[config.mk]
export PLATFORM = sky130hd
export DESIGN_NAME = case_insensitive_substring_matcher_top
export DESIGN_NICKNAME = d
export VERILOG_FILES = /design/src/cism_pkg.sv /design/src/case_insensitive_substring_matcher_top.sv /design/src/cism_cell.sv /design/src/cism_out_buf.sv
export SDC_FILE = /design/constraint.sdc
export NUM_CORES = 1
export LEC_CHECK = 0
export BUFFER_PORTS_ARGS = -buffer_cell sky130_fd_sc_hd__buf_2
export CORE_MARGIN = 2
export CORE_UTILIZATION = 45
export DETAILED_ROUTE_END_ITERATION = 16
export GPL_TIMING_DRIVEN = 0
export PLACE_DENSITY = 0.57
export SLEW_MARGIN = 20
export SYNTH_ARGS = -nofsm -noshare
export SYNTH_HDL_FRONTEND = slang
export SYNTH_SLANG_ARGS = --single-unit
[constraint.sdc]
create_clock -name clk -period 4.8 [get_ports clk]
set_input_delay 0.24 -clock clk [delete_from_list [all_inputs] [get_ports clk]]
set_output_delay 0.24 -clock clk [all_outputs]
set_load 0.02 [all_outputs]
[src/cism_pkg.sv]
// Shared types, defaults and helper functions for the case-insensitive substring matcher.
package cism_pkg;

    localparam int PATTERN_MAX_DEF = 32;
    localparam int MAX_MATCHES_DEF = 128;
    localparam int LINE_MAX_DEF    = 65536;

    localparam int BYTE_W   = 8;
    localparam int INDEX_W  = 5;
    localparam int LENGTH_W = 6;
    localparam int COLUMN_W = 16;
    localparam int COUNT_W  = 8;

    localparam int IN_DATA_W  = 16;
    localparam int OUT_DATA_W = 24;

    localparam logic MODE_TEXT    = 1'b0;
    localparam logic MODE_PATTERN = 1'b1;

    typedef struct packed {
        logic                limit_reached;
        logic [COLUMN_W-1:0] match_start;
        logic                match_found;
    } result_t;

    // Folds ASCII upper case letters to lower case; all other bytes pass unchanged.
    function automatic logic [BYTE_W-1:0] fold_case(input logic [BYTE_W-1:0] c);
        logic [BYTE_W-1:0] r;
        r = c;
        if (c >= 8'h41 && c <= 8'h5A)
        begin
            r = c + 8'h20;
        end
        return r;
    endfunction

endpackage

[src/case_insensitive_substring_matcher_top.sv]
// Each result is registered in the output stage, via the skid register if m_axis stalls.
// One byte per cycle while ready; every pattern cell updates its prefix bit in parallel.
// A two-entry output stage keeps s_axis_tready high while one result waits downstream.
// Reset clears prefix bits, column, match count, length and handshake state;
// the pattern bytes stay undefined until written.
module case_insensitive_substring_matcher_top
    import cism_pkg::*;
#(
    parameter int PATTERN_MAX = PATTERN_MAX_DEF,
    parameter int MAX_MATCHES = MAX_MATCHES_DEF,
    parameter int LINE_MAX    = LINE_MAX_DEF
)
(
    input  logic                  clk,
    input  logic                  rst_n,
    input  logic                  cfg_valid,
    output logic                  cfg_ready,
    input  logic [LENGTH_W-1:0]   cfg_data,       // pattern_length
    input  logic                  s_axis_tvalid,
    output logic                  s_axis_tready,
    input  logic [IN_DATA_W-1:0]  s_axis_tdata,   // data_byte[7:0], pattern_index[12:8], zeros
    input  logic                  s_axis_tuser,   // mode
    input  logic                  s_axis_tlast,   // line_end
    output logic                  m_axis_tvalid,
    input  logic                  m_axis_tready,
    output logic [OUT_DATA_W-1:0] m_axis_tdata    // match_found[0], match_start[16:1],
                                                  // limit_reached[17], zeros
);

    localparam logic [7:0]          PAT_MAX_8  = 8'(PATTERN_MAX);
    localparam logic [COUNT_W-1:0]  MATCH_CAP  = COUNT_W'(MAX_MATCHES);
    localparam logic [COLUMN_W-1:0] COL_LAST   = COLUMN_W'(LINE_MAX - 1);

    logic [LENGTH_W-1:0] pattern_length_reg;
    logic [COLUMN_W-1:0] column_reg;
    logic [COLUMN_W-1:0] column_next;
    logic [COUNT_W-1:0]  count_reg;
    logic [COUNT_W-1:0]  count_next;

    logic [BYTE_W-1:0]      data_byte;
    logic [INDEX_W-1:0]     pattern_index;
    logic                   mode;
    logic                   line_end;
    logic                   accept;
    logic                   text_en;
    logic                   pat_en;
    logic [BYTE_W-1:0]      text_folded;
    logic [7:0]             len_eff;
    logic [PATTERN_MAX-1:0] cell_match;
    logic [PATTERN_MAX-1:0] cell_next;
    logic [PATTERN_MAX-1:0] cell_hit;
    logic                   hit;
    logic                   found;
    logic [COLUMN_W-1:0]    len_m1;
    result_t                result;
    result_t                out_result;

    assign data_byte     = s_axis_tdata[7:0];
    assign pattern_index = s_axis_tdata[12:8];
    assign mode          = s_axis_tuser;
    assign line_end      = s_axis_tlast;

    assign accept  = s_axis_tvalid && s_axis_tready;
    assign text_en = accept && (mode == MODE_TEXT);
    assign pat_en  = accept && (mode == MODE_PATTERN);

    assign text_folded = fold_case(data_byte);

    // Configuration is always taken.
    assign cfg_ready = 1'b1;

    always_ff @(posedge clk or negedge rst_n)
    begin
        if (!rst_n)
        begin
            pattern_length_reg <= '0;
        end
        else if (cfg_valid)
        begin
            pattern_length_reg <= cfg_data;
        end
    end

    assign len_eff = (8'(pattern_length_reg) > PAT_MAX_8) ? PAT_MAX_8 : 8'(pattern_length_reg);

    // Cell i holds the bit "text ending here matches pattern bytes 0..i".
    for (genvar i = 0; i < PATTERN_MAX; i++)
    begin : g_cell
        logic prev;
        if (i == 0)
        begin : g_head
            assign prev = 1'b1;
        end
        else
        begin : g_link
            assign prev = cell_match[i-1];
        end

        cism_cell u_cell (
            .clk        (clk),
            .rst_n      (rst_n),
            .wr_en      (pat_en && (8'(pattern_index) == 8'(i))),
            .wr_byte    (data_byte),
            .text_en    (text_en),
            .line_clr   (line_end),
            .text_folded(text_folded),
            .prev_match (prev),
            .match      (cell_match[i]),
            .match_next (cell_next[i])
        );

        assign cell_hit[i] = cell_next[i] && (len_eff == 8'(i + 1));
    end

    assign hit    = |cell_hit;
    assign found  = hit && (count_reg < MATCH_CAP);
    assign len_m1 = COLUMN_W'(len_eff) - COLUMN_W'(1);

    always_comb
    begin
        result = '0;
        count_next = count_reg + COUNT_W'(found);
        if (mode == MODE_TEXT)
        begin
            result.match_found   = found;
            result.match_start   = found ? ((column_reg >= len_m1) ? column_reg - len_m1 : '0)
                                         : '0;
            result.limit_reached = (count_next >= MATCH_CAP);
        end
        column_next = (column_reg < COL_LAST) ? column_reg + COLUMN_W'(1) : column_reg;
    end

    always_ff @(posedge clk or negedge rst_n)
    begin
        if (!rst_n)
        begin
            column_reg <= '0;
            count_reg  <= '0;
        end
        else if (text_en)
        begin
            if (line_end)
            begin
                column_reg <= '0;
                count_reg  <= '0;
            end
            else
            begin
                column_reg <= column_next;
                count_reg  <= count_next;
            end
        end
    end

    cism_out_buf u_out_buf (
        .clk      (clk),
        .rst_n    (rst_n),
        .in_valid (s_axis_tvalid),
        .in_ready (s_axis_tready),
        .in_data  (result),
        .out_valid(m_axis_tvalid),
        .out_ready(m_axis_tready),
        .out_data (out_result)
    );

    assign m_axis_tdata = {{(OUT_DATA_W - $bits(result_t)){1'b0}}, out_result};

endmodule

[src/cism_cell.sv]
// One pattern position: its folded pattern byte and its prefix-match bit.
module cism_cell
    import cism_pkg::*;
(
    input  logic              clk,
    input  logic              rst_n,
    input  logic              wr_en,
    input  logic [BYTE_W-1:0] wr_byte,
    input  logic              text_en,
    input  logic              line_clr,
    input  logic [BYTE_W-1:0] text_folded,
    input  logic              prev_match,
    output logic              match,
    output logic              match_next
);

    logic [BYTE_W-1:0] pattern_reg;
    logic              match_reg;

    // The pattern byte is kept folded, so a text byte compares with one equality.
    always_ff @(posedge clk)
    begin
        if (wr_en)
        begin
            pattern_reg <= fold_case(wr_byte);
        end
    end

    assign match_next = prev_match && (pattern_reg == text_folded);

    always_ff @(posedge clk or negedge rst_n)
    begin
        if (!rst_n)
        begin
            match_reg <= 1'b0;
        end
        else if (text_en)
        begin
            match_reg <= line_clr ? 1'b0 : match_next;
        end
    end

    assign match = match_reg;

endmodule

[src/cism_out_buf.sv]
// Output register with a skid stage so the input side never waits on a combinational ready.
module cism_out_buf
    import cism_pkg::*;
(
    input  logic    clk,
    input  logic    rst_n,
    input  logic    in_valid,
    output logic    in_ready,
    input  result_t in_data,
    output logic    out_valid,
    input  logic    out_ready,
    output result_t out_data
);

    logic    out_valid_reg;
    logic    out_valid_next;
    result_t out_data_reg;
    result_t out_data_next;
    logic    skid_valid_reg;
    logic    skid_valid_next;
    result_t skid_data_reg;
    result_t skid_data_next;
    logic    take;
    logic    room;

    assign in_ready = !skid_valid_reg;
    assign take     = in_valid && !skid_valid_reg;
    assign room     = !out_valid_reg || out_ready;

    always_comb
    begin
        out_valid_next  = out_valid_reg;
        out_data_next   = out_data_reg;
        skid_valid_next = skid_valid_reg;
        skid_data_next  = skid_data_reg;
        if (skid_valid_reg)
        begin
            if (room)
            begin
                out_valid_next  = 1'b1;
                out_data_next   = skid_data_reg;
                skid_valid_next = 1'b0;
            end
        end
        else if (take)
        begin
            if (room)
            begin
                out_valid_next = 1'b1;
                out_data_next  = in_data;
            end
            else
            begin
                skid_valid_next = 1'b1;
                skid_data_next  = in_data;
            end
        end
        else if (out_valid_reg && out_ready)
        begin
            out_valid_next = 1'b0;
        end
    end

    always_ff @(posedge clk or negedge rst_n)
    begin
        if (!rst_n)
        begin
            out_valid_reg  <= 1'b0;
            skid_valid_reg <= 1'b0;
        end
        else
        begin
            out_valid_reg  <= out_valid_next;
            skid_valid_reg <= skid_valid_next;
        end
    end

    always_ff @(posedge clk)
    begin
        out_data_reg  <= out_data_next;
        skid_data_reg <= skid_data_next;
    end

    assign out_valid = out_valid_reg;
    assign out_data  = out_data_reg;

endmodule

== After elaboration in Yosys (flattened, before gate mapping) ==
Index checks and enable logic that the tools add are counted.

* Add/subtract/negate cells: 5
* Magnitude comparators: 7
* Equality and inequality tests: 95
* Multiplexer cells: 50
* Bitwise gates (word level): 3
* Reductions and logical operators: 112

{| class="wikitable"
|+ Operators by type and width
! cell !! count
|-
| equality test 8 bit || 32
|-
| logical AND 1 bit || 101
|-
| equality test 6 x 5 -> 1 bit (second input constant) || 16
|-
| two-way mux 18 bit || 5
|-
| equality test 5 bit (second input constant) || 16
|-
| two-way mux 16 bit || 4
|-
| equality test 6 x 4 -> 1 bit (second input constant) || 8
|-
| equality test 5 x 4 -> 1 bit (second input constant) || 8
|-
| two-way mux 1 bit || 38
|-
| OR reduction 32 bit || 1
|-
| equality test 6 x 3 -> 1 bit (second input constant) || 4
|-
| equality test 5 x 3 -> 1 bit (second input constant) || 4
|-
| adder 16 x 1 -> 16 bit (second input constant) || 1
|-
| >= comparator 16 bit || 1
|-
| less-than comparator 16 bit (second input constant) || 1
|-
| two-way mux 8 bit || 2
|-
| subtractor 16 bit || 1
|-
| equality test 6 x 2 -> 1 bit (second input constant) || 2
|-
| equality test 5 x 2 -> 1 bit (second input constant) || 2
|-
| adder 8 x 1 -> 8 bit || 1
|-
| adder 8 x 6 -> 8 bit (second input constant) || 1
|-
| >= comparator 8 x 7 -> 1 bit (second input constant) || 1
|-
| >= comparator 8 bit (second input constant) || 1
|-
| less-or-equal comparator 8 x 7 -> 1 bit (second input constant) || 1
|-
| 15 further kinds || 20
|}

* Flip-flop bits (word level): 355
* Input port bits: 29
* Output and inout bits: 27
* Word-level logic and storage cells: 346

== Depth between registers and ports, before layout ==
Gate-level depths: netlist (run 1).

* Depth after elaboration: 14
* Gate-level depth with buffers: 22

== By module ==
A second synthesis (run 1) with hierarchy kept.

* Cell total of the unflattened synthesis: 1646
* Area total of the unflattened synthesis: 19411.1 sq um

{| class="wikitable"
|+ Modules (own cells, without submodules)
! module !! times used !! cells each !! area an instance (sq um) !! sequential area each (sq um)
|-
| cism_cell || 32 || 36 || 461.7 || 265.3
|-
| case_insensitive_substring_matcher_top || 1 || 429 || 3244.4 || 750.7
|-
| cism_out_buf || 1 || 65 || 1392.6 || 1131.1
|}

== Worst setup path after synthesis (run 1) ==
No wires, ideal clock.

* Path type: register to register
* From: register pattern_length_reg[5]
* To: register u_out_buf.skid_data_reg[10] (netlist bit) (data pin)
* Library setup time: 277 ps
* Arrival time: 3817 ps
* Data required time: 4523 ps
* Setup slack: 705 ps
* Cell stages (with the launch flop): 15
* Buffers on the path: 3
* Cells stage by stage: dfrtp_1 > clkbuf_1 > nand2b_1 > ha_1 > nand3_1 > ha_1 > nor2b_1 > o21ai_0 > a211oi_1 > nor3_1 > nor3_1 > o31ai_1 > clkbuf_1 > clkbuf_1 > nor4_1

{| class="wikitable"
|+ RTL lines
! item !! line !! source
|-
| start, declared || case_insensitive_substring_matcher_top.sv:34 || <nowiki>logic [LENGTH_W-1:0] pattern_length_reg;</nowiki>
|-
| start signal, assigned || case_insensitive_substring_matcher_top.sv:80 || <nowiki>pattern_length_reg <= cfg_data;</nowiki>
|-
| end signal, assigned || cism_out_buf.sv:81 || <nowiki>skid_data_reg <= skid_data_next;</nowiki>
|-
| end, declared || cism_out_buf.sv:21 || <nowiki>result_t skid_data_reg;</nowiki>
|}

==> metrics.md, run 1 <==
| Metric | Value |
|---|---|
| P_sw | 0.00183 W |
| Setup TNS | 0 ns |
| Status | completed |
| Initial drt markers | 1161 |
| P per Cell Area | 346 mW/mm^2 |
| Share of layout cells above drive strength 1 | 0.139 |
| LEAKAGE | 7.22 nW |
| Comb pwr share | 0.108 |
| Die W | just over 200 um |
| CP Class | in2reg |
| Kind of end point of the critical path | register |
| VDD IR max | 0.247 mV |
| Rel. slew slack | 0.258 |
| Crit path buf inv count | 7 |
| Clock power share | 0.421 |
| GRT Util Overall | 0.272 |
| IO Count | 56 |
| Commonest non-fill, non-tap cell in the layout | edfxtp_1 |
| Max-Cap Viols | 0 |
| Worst-Skew Late Latency | slightly below 0.6 ns |
| Startpoint type of the worst setup path | input pin |
| Routed length per instance | 25.5 um |
| Final min period | 4.58 ns |
| FMAX | approximately 0.22 GHz |
| Post-synth cell types | 84 |
| Maximum buffer depth of the clock tree | 3 |
| Initial antenna violation count | 0 |
| Crit path max fanout | 33 |
| DR DRC count | 0 |
| Commonest non-fill, non-tap cells in the layout | edfxtp_1 (292), xor2_1 (135), nand2_1 (121) |
| Dpl hpwl | 38200 um |
| CP Cell Sequence | buf_8 -> clkbuf_4 -> nor3_4 -> buf_4 -> a221oi_2 -> buf_2 -> o21ai_0 -> o221ai_1 -> o22ai_2 -> a22oi_1 -> o2111a_1 -> a41o_1 -> buf_6 -> buf_6 -> inv_1 -> ha_1 -> nand3_1 -> nor2_1 -> nand3_2 -> xor2_2 -> o31ai_1 |
| # setup viols final | 0 |
| Reg-to-reg slack, setup | 0.22 ns |
| Slowest Stage Delay on Critical Path | roughly 0.6 ns |
| Fillers | 3401 |
| CTS tree | yes |
| Core Box Area | 0.0397 mm^2 |
| Area occupied by multi-input gates | 0.00748 mm^2 |
| Cell area after layout | 0.0209 mm^2 |
| Row Count | 73 |
| Cell-internal power | 0.00540 W |
| Max reg flops | between 200 and 300 |
| Remaining Overflow, GRT | 0 |
| Final Max Slew Viols | 0 |
| # H-tree levels | 2 |
| Mapped Avg Cell Area | around 12 um^2 |
| Post-Syn Area | 0.0181 mm^2 |
| Post-Route WL | 56200 um |
| Mapped Cells | between 1500 and 2000 |
| Fin. Hold Viols | 0 |
| Vias | 13003 |
| Routed Antenna Nets | 0 |
| Critical Path AT | 4.87 ns |
| Asr flop ratio synth | 0.177 |
| Setup Skew | about 0.031 ns |
| CP Data Required Time | 5.09 ns |
| Initial Utilization | 0.457 |
| Root buf cell | clkbuf_16 |
| Final GP Congestion | 0.925 |
| Kind of cell adding the most delay to the critical path | compound AO/OA/AOI/OAI gates |
| Total Power | approximately 0.0072 W |
| Most common cell on crit path | buf_6 |
| Most used DFF post-synth | edfxtp_1 |
| Slew at the pin with the worst max-slew slack | 1.11 ns |
| Cell Area, Placed | roughly 0.019 mm^2 |
| RSZ-0062 raised after global routing | false |
| Vias in the first global route | roughly 13000 |
| Yosys warns | 0 |
| Slowest CP cell | o221ai_1 |
| Sequential cell area | a little over 0.01 mm^2 |
| Global-route wire length before repair | about 83000 um |
| Ant. Diodes | 0 |
| Sequential area share after synthesis | 0.570 |
| Pre-antenna DRT Iters | 7 |
| Placed instance count | approximately 2100 |
| Worst Hold Class | in2reg |
| Num CTS Buffers | 41 |
| Post-synth EDFFs | 292 |
| Min Hold Slack | roughly 0.041 ns |
| Synthesis-to-finish area growth | 15.0% |
| Routed vias/inst | 5.90 |
| Die area | 0.0419 mm^2 |
| Pin count of the biggest net entering global routing | 42 |
| Die height | 205 um |
| Nets | 1700 |
| Layout Cells excl Fill | 2203 |
| Register bit total from synthesis | 355 |
| Port bufs | 44 |
| Sink Count | roughly 360 |
| Switching share of power | 0.253 |
| CTS clock-pin slew for the worst setup and hold paths | 0.06 ns |
| Flop pwr share | 0.471 |
| Final period util | 0.955 |
[worst min-delay path: cells and delay by family]
| kind | cells | cell delay (ns) |
|---|---|---|
| buffers and inverters | 1 | 0.07 |
| and+or+nand+nor | 2 | 0.25 |
[kinds of logic after synthesis]
family	count (synthesis)	share of synthesized area
other	2	0.000414
flip-flops	355	0.570
XOR/XNOR	241	0.116
buffers and inverters	118	0.0327
adder cells (fa/ha/maj)	26	0.0183
AO/OA/AOI/OAI	240	0.0951
multiplexers	13	0.00752
AND/OR/NAND/NOR	546	0.159
[cell type report]
type | instances | share of cell area
Sequential cell | 355 | 0.496
Multi-Input combinational cell | 1073 | 0.359
Clock buffer | 54 | 0.0525
Tap cell | 525 | 0.0315
Buffer | 88 | 0.0266
Timing Repair Buffer | 57 | 0.0198
Clock inverter | 22 | 0.00983
Inverter | 29 | 0.00546
[routing by layer]
metal / global-route usage / share of wire
met5: 0 / 0
met1: 0.352 / 0.41
met4: 0.108 / 0.042
met3: 0.0525 / 0.071
met2: 0.452 / 0.48
[final timing paths]
| check | from | end | depth (start not counted) |
|---|---|---|---|
| worst max-delay path | s_axis_tdata[2] | u_out_buf.out_data[17]$_DFFE_PP_ | 21 |
| worst min-delay path | m_axis_tready | u_out_buf.out_valid$_DFFE_PN0P_ | 3 |
| worst max register to register | pattern_length_reg[3]$_DFFE_PN0P_ | u_out_buf.out_data[17]$_DFFE_PP_ | 16 |
| worst min register to register | g_cell[30].u_cell.match$_DFFE_PN0P_ | g_cell[30].u_cell.match$_DFFE_PN0P_ | 2 |
| max in group asynchronous | rst_n | g_cell[4].u_cell.match$_DFFE_PN0P_ | 3 |
| min in group asynchronous | rst_n | column_reg[8]$_DFFE_PN0P_ | 2 |
[power by group through the flow]
| stage | Clock (W) | Sequential (W) | Combinational, W |
|---|---|---|---|
| 2_1_floorplan | 0 | 0.00348 | 0.000433 |
| 3_3_place_gp | 0 | 0.00347 | 0.000731 |
| 3_5_place_dp | 0 | 0.00347 | 0.000744 |
| 4_1_cts | 0.00311 | 0.00340 | 0.000767 |
| 5_1_grt | 0.00322 | 0.00341 | 0.000835 |
| 6_report | 0.00304 | 0.00341 | 0.000778 |
[per-stage QoR]
| stage | setup slack [ns] | utilization |
|---|---|---|
| global placement | -1.91 | 0.479 |
| CTS | 0.00246 | 0.520 |
| detailed placement | -1.91 | 0.481 |
| floorplan | 0.705 | - |
| finish | 0.216 | 0.525 |
| global route | 0.0230 | 0.525 |
[cells in the mapped netlist, types with 7 or more instances]
master     count  area, um^2
nor2b_1       19         119
o221ai_1       7        61.3
a211oi_1      11        82.6
a31oi_1        7        43.8
o21ai_0       69         345
o22ai_1       11        68.8
mux2i_1        8        80.1
nor3_1        39         195
nand2_1      122         458
a2111oi_0     10        87.6
nand3b_1       8        60.1
nor4_2         7        87.6
nand3_1       61         305
xnor2_1      105         920
nand2b_1      13        81.3
buf_6          9         101
buf_2         24         120
ha_1          25         313
or3_1         29         181
a22o_1         7        61.3
nand4_1       24         150
dfrtp_1       63        1580
xor2_1       136        1190
a21oi_1       26         130
o32ai_1        7        61.3
nor2_1       102         383
and3_1        23         144
nor4_1        49         307
edfxtp_1     292        8770
clkbuf_1      38         143
or2_2          7        43.8
o21a_1         8        60.1
inv_1         28         105
o31ai_1       15         113
buf_4         14         105
[what timing repair did]
| item | CTS | global route |
|---|---|---|
| setup endpoints to repair | 32 | 20 |
| resized for setup | 42 | 53 |
| hold buffers | 8 | 0 |
| pin swaps | 1 | 3 |
| hold endpoints to repair | 71 | 0 |
| buffers inserted | 2 | 1 |
(Power assumes the default switching activity.)
==> inputs of run 2 (changes only) <==
--- a/config.mk
+++ b/config.mk
@@ -11,6 +11,7 @@
 export DETAILED_ROUTE_END_ITERATION = 16
 export GPL_TIMING_DRIVEN = 0
 export PLACE_DENSITY = 0.57
+export SETUP_SLACK_MARGIN = 0.3
 export SLEW_MARGIN = 20
 export SYNTH_ARGS = -nofsm -noshare
 export SYNTH_HDL_FRONTEND = slang
==> run 2 against run 1 <==
  * Fmax is 4.5% higher
  * Largest cell class unchanged
  * Combinational power is 2.8% higher
  * Largest power group unchanged
  * Non-clock buffer count is 6 higher
  * Sequential power hardly changed
  * Clock skew is 0.0021 ns lower
  * Worst setup slack better by 0.20 ns
  * Wire length is 0.32% higher
  * Clock power hardly changed
  * First-iteration DRC count is 1.2% higher
==> metrics.md, run 2 (synthesis gave the netlist of run 1 again) <==
| Metric | Value |
|---|---|
| Status | completed |
| DR DRC count | 0 (unchanged) |
| Routed vias/inst | 5.93 (+0.52%) |
| P per Cell Area | 344 mW/mm^2 (-0.73%) |
| Nets | 1706 (+0.35%) |
| Post-Route WL | 56400 um (+0.32%) |
| RSZ-0062 raised after global routing | false |
| Max-Cap Viols | 0 (unchanged) |
| Worst R2R Start | pattern_length_reg[5]$_DFFE_PN0P_ |
| Startpoint type of the worst setup path | input pin |
| # setup viols final | 0 (unchanged) |
| CP Class | in2reg |
| Final WS setup | 0.412 ns (+0.196 ns) |
| Cell Area, Placed | 0.0191 mm^2 (unchanged) |
| Commonest non-fill, non-tap cells in the layout | edfxtp_1 (292), xor2_1 (135), nand2_1 (121) |
| Remaining Overflow, GRT | 0 (unchanged) |
| Port bufs | 44 (unchanged) |
| Die height | 205 um (unchanged) |
| Worst-Skew Late Latency | 0.58 ns (about the same) |
| Worst Hold Class | in2reg |
| Routed Antenna Nets | 0 (unchanged) |
| CP Data Required Time | 5.09 ns (about the same) |
| Row Count | 73 (unchanged) |
| Sink Count | 355 (unchanged) |
| Hold_sp | s_axis_tdata[3] |
| Global-route wire length before repair | 83000 um (+0.20%) |
| Final GP Congestion | 0.925 (unchanged) |
| Vias | 13106 (+0.79%) |
| Core Box Area | 0.0397 mm^2 (unchanged) |
| Cell area after layout | 0.0211 mm^2 (+1.0%) |
| Root buf cell | clkbuf_16 |
| RR Endpoint | u_out_buf.skid_data_reg[9]$_DFFE_PP_ |
| VDD IR max | 0.249 mV (+0.66%) |
| Hold EP | g_cell[6].u_cell.pattern_reg[3]$_DFFE_PP_ |
| Synthesis-to-finish area growth | 16.2% |
| LEAKAGE | 7.31 nW (+1.2%) |
| Die W | 205 um (unchanged) |
| CTS clock-pin slew for the worst setup and hold paths | 0.06 ns (about the same) |
| Final Max Slew Viols | 0 (unchanged) |
| Total Power | 0.00725 W (+0.30%) |
| Pre-antenna DRT Iters | 5 (-2) |
| Pin count of the biggest net entering global routing | 42 (unchanged) |
| Share of layout cells above drive strength 1 | 0.155 (+0.0155) |
| Hold path depth | 1 (-2) |
| Worst Reg2Reg Path Length in Cells | 16 (unchanged) |
| Min Hold Slack | 0.0234 ns (-0.0179 ns) |
| Commonest non-fill, non-tap cell in the layout | edfxtp_1 |
| Critical Path AT | 4.68 ns (-0.19 ns) |
| Initial Utilization | 0.457 (unchanged) |
| # H-tree levels | 2 (unchanged) |
| IO Count | 56 (unchanged) |
| Area occupied by multi-input gates | 0.00760 mm^2 (+1.6%) |
| Slew at the pin with the worst max-slew slack | 1.13 ns (+0.0221 ns) |
| Kind of end point of the critical path | register |
| Rel. slew slack | 0.243 (-0.0148) |
| Setup TNS | 0 ns (unchanged) |
| CTS tree | yes |
| Final min period | 4.39 ns (-0.196 ns) |
| Num CTS Buffers | 41 (unchanged) |
| Initial antenna violation count | 0 (unchanged) |
| Fin. Hold Viols | 0 (unchanged) |
| Initial drt markers | 1175 (+1.2%) |
| DP Worst Slack | -1.91 ns (unchanged) |
| Sequential cell area | 0.0103 mm^2 (about the same) |
| Routed length per instance | 25.5 um (about the same) |
| Dpl hpwl | 38200 um (unchanged) |
| Ant. Diodes | 0 (unchanged) |
| Crit path max fanout | 33 (unchanged) |
| Reg-to-reg slack, setup | 0.59 ns (+0.37 ns) |
| Maximum buffer depth of the clock tree | 3 (unchanged) |
| Final period util | 0.914 (-0.0408) |
| Fillers | 3392 (-0.26%) |
| Max reg flops | 256 (unchanged) |
| Die area | 0.0419 mm^2 (unchanged) |
| GRT Util Overall | 0.273 (+0.000416) |
| Setup Skew | 0.0287 ns (-0.00215 ns) |
| FMAX | 0.228 GHz (+4.5%) |
| Vias in the first global route | 12717 (-0.063%) |
## run 2: stage by stage
stage / util / cells
after global routing: 0.531 / 2209
after CTS: 0.525 / 2203
after detailed placement: 0.481 / 2117
after floorplan: - / 1546
after global placement: 0.479 / 2115
final: 0.531 / 2209
## run 2: worst max-delay path by stage
stage                                      startpoint                                     to  slack (ns)  depth (start not counted)
floorplan           pattern_length_reg[5]$_DFFE_PN0P_  u_out_buf.skid_data_reg[10]$_DFFE_PP_        0.71                         14
global placement                      s_axis_tdata[3]       u_out_buf.out_data[17]$_DFFE_PP_       -1.91                         21
detailed placement                    s_axis_tdata[3]       u_out_buf.out_data[17]$_DFFE_PP_       -1.91                         21
CTS                                   s_axis_tdata[3]       u_out_buf.out_data[17]$_DFFE_PP_        0.29                         21
global route                          s_axis_tdata[4]       u_out_buf.out_data[17]$_DFFE_PP_        0.30                         22
finish                                s_axis_tdata[1]       u_out_buf.out_data[17]$_DFFE_PP_        0.41                         21
## run 2: what timing repair did
item / CTS / global route
pin swaps: 3 / 9
resized for setup: 86 / 46
hold endpoints to repair: 71 / 0
setup endpoints to repair: 42 / 21
hold buffers: 8 / 0
buffers inserted: 2 / 6
## run 2: area by class of cell
class,count,area share
repair buffers,62,0.0219
clock inverters,22,0.00973
well taps,525,0.0312
flip-flops and latches,355,0.491
multi-input cells,1073,0.361
plain buffers,89,0.0285
inverters,29,0.00540
clock buffers,54,0.0520
## run 2: report_power, final
| group | internal, W | total, W | switching, W |
|---|---|---|---|
| Combinational | 0.000249 | 0.000800 | 0.000552 |
| Sequential | 0.00338 | 0.00340 | 0.0000233 |
| Clock | 0.00178 | 0.00304 | 0.00127 |
| Total | 0.00541 | 0.00725 | 0.00184 |
## run 2: critical path, stage by stage
cell	delay, ns
buf_6	0.19
buf_6	0.20
nor3_4	0.43
a22oi_2	0.15
a21oi_4	0.33
buf_4	0.18
buf_4	0.11
xnor2_1	0.07
nor4_2	0.72
o2bb2ai_1	0.18
a221oi_1	0.12
a41o_1	0.28
buf_6	0.15
buf_6	0.15
inv_1	0.11
ha_1	0.19
nand3_1	0.14
nor2_2	0.19
nand3_2	0.15
xor2_2	0.26
o31ai_2	0.09
## run 2: routing by layer
layer  global-route usage  share of wire
met2                0.456           0.48
met4                0.103          0.039
met5                    0              0
met1                0.352           0.41
met3               0.0512          0.067
==> inputs of run 3 (changes only) <==
--- a/config.mk
+++ b/config.mk
@@ -5,12 +5,12 @@
 export SDC_FILE = /design/constraint.sdc
 export NUM_CORES = 1
 export LEC_CHECK = 0
-export BUFFER_PORTS_ARGS = -buffer_cell sky130_fd_sc_hd__buf_2
 export CORE_MARGIN = 2
 export CORE_UTILIZATION = 45
 export DETAILED_ROUTE_END_ITERATION = 16
+export DONT_BUFFER_PORTS = 1
 export GPL_TIMING_DRIVEN = 0
-export PLACE_DENSITY = 0.57
+export PLACE_DENSITY = 0.58
 export SETUP_SLACK_MARGIN = 0.3
 export SLEW_MARGIN = 20
 export SYNTH_ARGS = -nofsm -noshare
==> constraint.sdc (replaced) <==
create_clock -name clk -period 3.8 [get_ports clk]
set_input_delay 0.19 -clock clk [delete_from_list [all_inputs] [get_ports clk]]
set_output_delay 0.19 -clock clk [all_outputs]
set_load 0.02 [all_outputs]
==> run 3 against run 2 <==
  * First-iteration DRC count increased by 2.0%
  * Non-clock buffer count decreased by 4
  * Clock skew decreased by 0.0029 ns
  * Wire length increased by 3.9%
  * Sequential power increased by 27%
  * Critical path depth decreased by 2
  * Combinational power increased by 32%
  * Count of clock-buffer cells in the layout decreased by 2
  * Critical path type unchanged
  * Largest cell class unchanged
==> metrics.md, run 3 (synthesis gave the netlist of run 1 again) <==
| Metric | Value |
|---|---|
| Status | completed |
| CTS tree | yes |
| # H-tree levels | 2 (unchanged) |
| Vias | 13191 (+0.65%) |
| Remaining Overflow, GRT | 0 (unchanged) |
| Rel. slew slack | 0.185 (-0.0585) |
| Final Max Slew Viols | 0 (unchanged) |
| Routed vias/inst | 5.98 (+0.79%) |
| Pin count of the biggest net entering global routing | 64 (+52%) |
| Share of layout cells above drive strength 1 | 0.174 (+0.0190) |
| Port bufs | 0 (-100%) |
| Die area | 0.0419 mm^2 (unchanged) |
| Routed length per instance | 26.5 um (+4.1%) |
| Routed length on met3 | 4430 um (+17%) |
| RSZ-0062 raised after global routing | true |
| Fin. Hold Viols | 0 (unchanged) |
| Final min period | 3.70 ns |
| DP Worst Slack | -1.21 ns (+0.699 ns) |
| Commonest non-fill, non-tap cells in the layout | edfxtp_1 (292), xor2_1 (134), nand2_1 (119) |
| Row Count | 73 (unchanged) |
| Commonest non-fill, non-tap cell in the layout | edfxtp_1 |
| Final WS setup | 0.104 ns (-0.308 ns) |
| GRT Util Overall | 0.281 (+0.00848) |
| Worst Hold Class | in2reg |
| Setup Skew | 0.0259 ns (-0.00288 ns) |
| P per Cell Area | 426 mW/mm^2 (+24%) |
| Top Metal Used | met5 |
| Initial drt markers | 1199 (+2.0%) |
| Met1 wire length | 23800 um (+3.2%) |
| Max-Cap Viols | 0 (unchanged) |
| CTS clock-pin slew for the worst setup and hold paths | 0.05 ns (about the same) |
| Maximum buffer depth of the clock tree | 3 (unchanged) |
| Final GP Congestion | 0.939 (+1.5%) |
| Pre-antenna DRT Iters | 5 (unchanged) |
| DR DRC count | 0 (unchanged) |
| Die W | 205 um (unchanged) |
| IO Count | 56 (unchanged) |
| Num CTS Buffers | 40 (-2.4%) |
| FMAX | 0.271 GHz |
| CP Data Required Time | 4.09 ns (-1.00 ns) |
| Total Power | 0.00922 W (+27%) |
| Routed Antenna Nets | 0 (unchanged) |
| Initial Utilization | 0.457 (unchanged) |
| VDD IR max | 0.373 mV (+50%) |
| # setup viols final | 0 (unchanged) |
| Final core occ | 0.544 (+0.0137) |
| Max reg flops | 256 (unchanged) |
| Sink Count | 355 (unchanged) |
| Min Hold Slack | 0.0639 ns (+0.0404 ns) |
| Post-Route WL | 58600 um (+3.9%) |
| Global-route wire length before repair | 84900 um (+2.4%) |
| LEAKAGE | 7.39 nW (+1.2%) |
| Initial antenna violation count | 3 (+3) |
| Dpl hpwl | 37900 um (-0.79%) |
| Vias in the first global route | 12735 (+0.14%) |
| Die height | 205 um (unchanged) |
| Kind of end point of the critical path | register |
| Crit path max fanout | 10 (-70%) |
| Worst-Skew Late Latency | 0.58 ns (about the same) |
| Core Box Area | 0.0397 mm^2 (unchanged) |
| Synthesis-to-finish area growth | 19.2% |
| Final period util | 0.973 |
| Critical Path AT | 3.98 ns (-0.70 ns) |
| CP Class | in2reg |
| Met2 WL | 27500 um (+0.56%) |
| Root buf cell | clkbuf_16 |
| Startpoint type of the worst setup path | input pin |
| Nets | 1701 (-0.29%) |
| Slew at the pin with the worst max-slew slack | 1.22 ns (+0.0874 ns) |
## run 3: changes by cell type in the layout (fill, tap and decap cells not counted), moves of 10 or more
cell	change
buf_2	-38
buf_4	+34
o21ai_0	-19
o21ai_1	+16
ha_4	+11
ha_1	-10
## run 3: timing repair
action / CTS / global route
gates cloned: 0 / 1
resized for setup: 126 / 53
buffers inserted: 26 / 8
hold buffers: 22 / 0
pin swaps: 36 / 20
setup endpoints to repair: 44 / 41
endpoints found under the hold margin: 237 / 0
## run 3: metal layers
layer  track usage  vias to the layer above
li1              -                     5934
met1         0.361                     6547
met2         0.454                      565
met3        0.0641                      141
met4         0.129                        4
met5             0                        -
## run 3: final timing paths
| path | start | end | slack [ns] | cells past startpoint |
|---|---|---|---|---|
| worst min-delay path | cfg_valid | pattern_length_reg[3]$_DFFE_PN0P_ | 0.06 | 2 |
| worst max register to register | g_cell[10].u_cell.pattern_reg[0]$_DFFE_PP_ | u_out_buf.out_data[17]$_DFFE_PP_ | 0.12 | 17 |
| worst max-delay path | s_axis_tdata[5] | u_out_buf.out_data[17]$_DFFE_PP_ | 0.10 | 19 |
| worst min register to register | g_cell[17].u_cell.match$_DFFE_PN0P_ | g_cell[17].u_cell.match$_DFFE_PN0P_ | 0.48 | 2 |
| min in group asynchronous | rst_n | g_cell[16].u_cell.match$_DFFE_PN0P_ | 0.28 | 2 |
| max in group asynchronous | rst_n | pattern_length_reg[3]$_DFFE_PN0P_ | 3.18 | 2 |
## run 3: where the power goes
group          switching [W]  internal (W)  total (W)
Sequential         0.0000520       0.00427    0.00432
Combinational       0.000697      0.000360    0.00106
Clock                0.00160       0.00224    0.00384
## run 3: worst max-delay path, cell delays in order
cell      delay, ns
buf_2          0.20
and3b_1        0.21
clkbuf_4       0.26
a21oi_4        0.39
buf_6          0.26
xnor2_1        0.11
or4_4          0.58
o31a_1         0.28
o2111a_1       0.16
a41o_1         0.26
buf_6          0.13
buf_12         0.12
inv_8          0.05
ha_4           0.13
nand3_4        0.09
nor2_4         0.13
nand3_4        0.13
xor2_4         0.20
o31ai_2        0.07
## run 3: final cells by class
type / instances / area [um^2]
fill: 3365 / 18100
clock buffer: 52 / 1100
multi-input combinational: 1073 / 8020
timing repair buffer: 58 / 563
sequential: 355 / 10300
tap: 525 / 657
inverter: 29 / 121
antenna: 3 / 7.51
buffer: 89 / 627
clock inverter: 22 / 188
## run 3: per-stage QoR
step / std cells / cell area, um^2 / TNS [ns]
after floorplan: 1546 / 18300 / 0
after global placement: 2071 / 19000 / -29.00
after detailed placement: 2072 / 19000 / -22.41
after CTS: 2194 / 21300 / 0
after global routing: 2205 / 21600 / -0.0563
final: 2206 / 21600 / 0
